[src/rtl/stlb_ram.sv]
// generic single-write, single-read ram with registered read data
// no dependencies
`timescale 1ns / 1ps

module stlb_ram #(
  parameter int unsigned WIDTH = 8,
  parameter int unsigned DEPTH = 16
) (
  input  logic                     clk_i,
  input  logic                     we_i,
  input  logic [$clog2(DEPTH)-1:0] waddr_i,
  input  logic [WIDTH-1:0]         wdata_i,
  input  logic                     re_i,
  input  logic [$clog2(DEPTH)-1:0] raddr_i,
  output logic [WIDTH-1:0]         rdata_o
);

  logic [WIDTH-1:0] mem_q [DEPTH];
  logic [WIDTH-1:0] rdata_q;

  // write port
  always_ff @(posedge clk_i) begin
    if (we_i) begin
      mem_q[waddr_i] <= wdata_i;
    end
  end

  // read port, data held until the next read
  always_ff @(posedge clk_i) begin
    if (re_i) begin
      rdata_q <= mem_q[raddr_i];
    end
  end

  assign rdata_o = rdata_q;

endmodule

[config.mk]
export PLATFORM = sky130hd
export DESIGN_NAME = stlb_ram
export DESIGN_NICKNAME = d
export VERILOG_FILES = /design/src/rtl/stlb_ram.sv
export SDC_FILE = /design/constraint.sdc
export NUM_CORES = 1
export LEC_CHECK = 0
export ABC_CLOCK_PERIOD_IN_PS = 2200
export BUFFER_PORTS_ARGS = -buffer_cell sky130_fd_sc_hd__buf_2
export CAP_MARGIN = 20
export CORE_AREA = 2 2 102 104
export CTS_CLUSTER_SIZE = 20
export DETAILED_ROUTE_END_ITERATION = 7
export DIE_AREA = 0 0 104 106
export PLACE_DENSITY_LB_ADDON = 0.1
export RECOVER_POWER = 25
export SLEW_MARGIN = 15
export SYNTH_ARGS = -nofsm -noshare
export SYNTH_HDL_FRONTEND = slang
export SYNTH_SLANG_ARGS = --single-unit
export TNS_END_PERCENT = 100
[constraint.sdc]
create_clock -name clk_i -period 2.2 [get_ports clk_i]
set_clock_uncertainty 0.15 [all_clocks]
set_input_delay 0.55 -clock clk_i [delete_from_list [all_inputs] [get_ports clk_i]]
set_output_delay 0.55 -clock clk_i [all_outputs]
set_load 0.02 [all_outputs]
==> results.txt <==
Pwr Total: 6.243 mW
Vias post-DR: 2,517
Initial antenna violation count: 0
Hold Vio Cnt, Final: 0
Synthesized area: 0.005228 mm²
Die height: 106 µm
Peak Freq: 551.7 MHz
RePlAce Congestion: 0.7188
Clock Root Buffer: clkbuf_8
First-pass GRT wire length: 15.70 mm
Crit path from: rdata_o[7]$_DFFE_PP_
Clk buf depth: 2
Gr usage total: 20.16%
# Post-CTS Setup Buffers: 0
Synth Area in Adders: 0%
Synth Instances: 229
Commonest cells after routing, fill and taps aside: edfxtp_1, buf_4, buf_2
HP Class: in2reg
Data required time of the worst path: 1.50 ns
DRT iter0 DRCs: 174
Status: completed
Via density per instance: 5.695
Port Buffers: 26
Pin count of the biggest net entering global routing: 33
Hold path cells: 1
Chip Width: 104 µm
Setup Viol. Count Final: 0
Slowest cell on crit path: edfxtp_1
Synth cell types: 18
Commonest non-fill, non-tap cell in the layout: edfxtp_1
Area Overhead vs Synth: 21.06%
Hold EP: rdata_o[3]$_DFFE_PP_
Final ANT Viol Nets: 0
Multiplexer share of the synthesized area: 14.79%
Layout Nets: 312
Dpl hpwl: 6.570 mm
Setup TNS Final: 0 ns
Post-Place Cells: 410
Simple-gate area share of the yosys netlist: 3.135%
Worst-margin pin slew: 0.8406 ns
Crit path kind: reg2out
Main combinational cell family by area after synthesis: multiplexers
# DRC: 0
R2r setup slk: 0.55 ns
Post-route cell area: 0.006329 mm²
CP max FO: 1
Cts repair resizes: 0
Yosys warnings: 0
CTS Hold Buffers Added: 0
Total CTS buffers: 17
Reg2reg end: rdata_o[2]$_DFFE_PP_
CTS tree: built
Final worst slack: 0.3875 ns
Buf/Inv on CP: 1
RSZ-0062 raised after global routing: false
Reg2Reg Depth: 3
HP Start: re_i
DR WL/cell: 23.14 µm
Ports: 27
Reg2Reg Launch Point: mem_q[9][2]$_DFFE_PP_
Critical path, cell by cell: buf_2
Syn Area/Cell: 22.83 µm²
Core Rows: 37
Inserted Diodes: 0
Mapped Nets: 248
Post-synthesis compound-gate area fraction: 2.298%
Fin util: 63.29%
Clock-pin slew on the worst setup and hold paths: 0.06 ns
Max Cap Viol: 0
WL final: 10.23 mm
Cell Count, Final, Fillers Out: 442
Share of post-route cells with drive strength above 1: 32.35%
Fin Hold WS: 0.2733 ns
Pre-CTS WS: -0.04304 ns
Static leakage: 2.160 nW
Grt total ovfl: 0
Crit-path max cell delay: 0.42 ns
Cell Pwr Density: 986.5 mW/mm²
Starting Density: 52.28%
Crit. End Element: primary output
Max IR drop VDD: 0.4531 mV
Core area: 0.01000 mm²
XOR/XNOR share of the synthesized area: 0%
Max Slew Vio Count: 0
H-tree Lvls: 4
Min cycle time layout: 1.812 ns
Startpoint Class: register
Slew HR: 43.76%
Clock sinks: 136
Delay-heaviest family, CP: flip-flops
Die area: 0.01102 mm²
Post-synthesis register bit count: 136
Instance area at placement: 0.005697 mm²
Register area share after synthesis: 78.12%
Arr. time, crit path: 1.11 ns
Vias in the first global route: 2,559
Final Cycle Share: 82.38%
Clock latency on the worst-skew pair: 0.51 ns
DRT Pass-1 Iters: 5
kinds of logic after synthesis:
| family | Yosys count |
|---|---|
| buf+inv | 10 |
| mux | 32 |
| flops | 136 |
| simple gates | 35 |
| compound gates | 16 |
cell usage after synthesis (all sizes together):
cell type | n | area (µm²)
mux4 | 32 | 773.2
clkdlybuf4s25 | 3 | 30.03
nor2 | 13 | 48.80
nand3b | 2 | 15.01
and2 | 1 | 6.260
or3b | 1 | 8.760
nand2b | 2 | 12.51
nor2b | 1 | 6.260
and2b | 1 | 7.510
edfxtp | 136 | 4084
buf | 7 | 56.30
nor3 | 4 | 20.02
nand3 | 1 | 5.000
a22oi | 16 | 120.1
nand2 | 9 | 33.78
state kept, by name (all words and copies together) (netlist names):
| signal | count |
|---|---|
| rdata_o | 8 |
| mem_q | 128 |
metal layers:
layer / part of all wire, % / GRT usage, %
met1: 45 / 27.65
met2: 49 / 32.24
met3: 5.2 / 5.641
met4: 0.76 / 5.792
met5: 0 / 0
final cells by class:
type | count | area [µm²]
sequential | 136 | 4084
clock buffer | 18 | 417.9
multi-input combinational | 83 | 1057
timing repair buffer | 55 | 377.9
clock inverter | 14 | 221.5
fill | 699 | 3671
tap | 136 | 170.2
power breakdown:
group	switching, mW	leakage, nW	internal [mW]
Clock	1.05	0.302	1.96
Sequential	0.0159	1.24	2.92
Combinational	0.170	0.622	0.123
worst max path at each step:
stage,endpoint,slack [ns],depth (start not counted)
5_1_grt,rdata_o[7],0.34,1
6_report,rdata_o[7],0.39,1
3_3_place_gp,rdata_o[7]$_DFFE_PP_,-0.06,6
2_1_floorplan,mem_q[0][0]$_DFFE_PP_,0.007,2
3_5_place_dp,rdata_o[5]$_DFFE_PP_,-0.04,6
4_1_cts,rdata_o[4],0.37,1
Note: power is estimated with default switching activity, not from simulation.
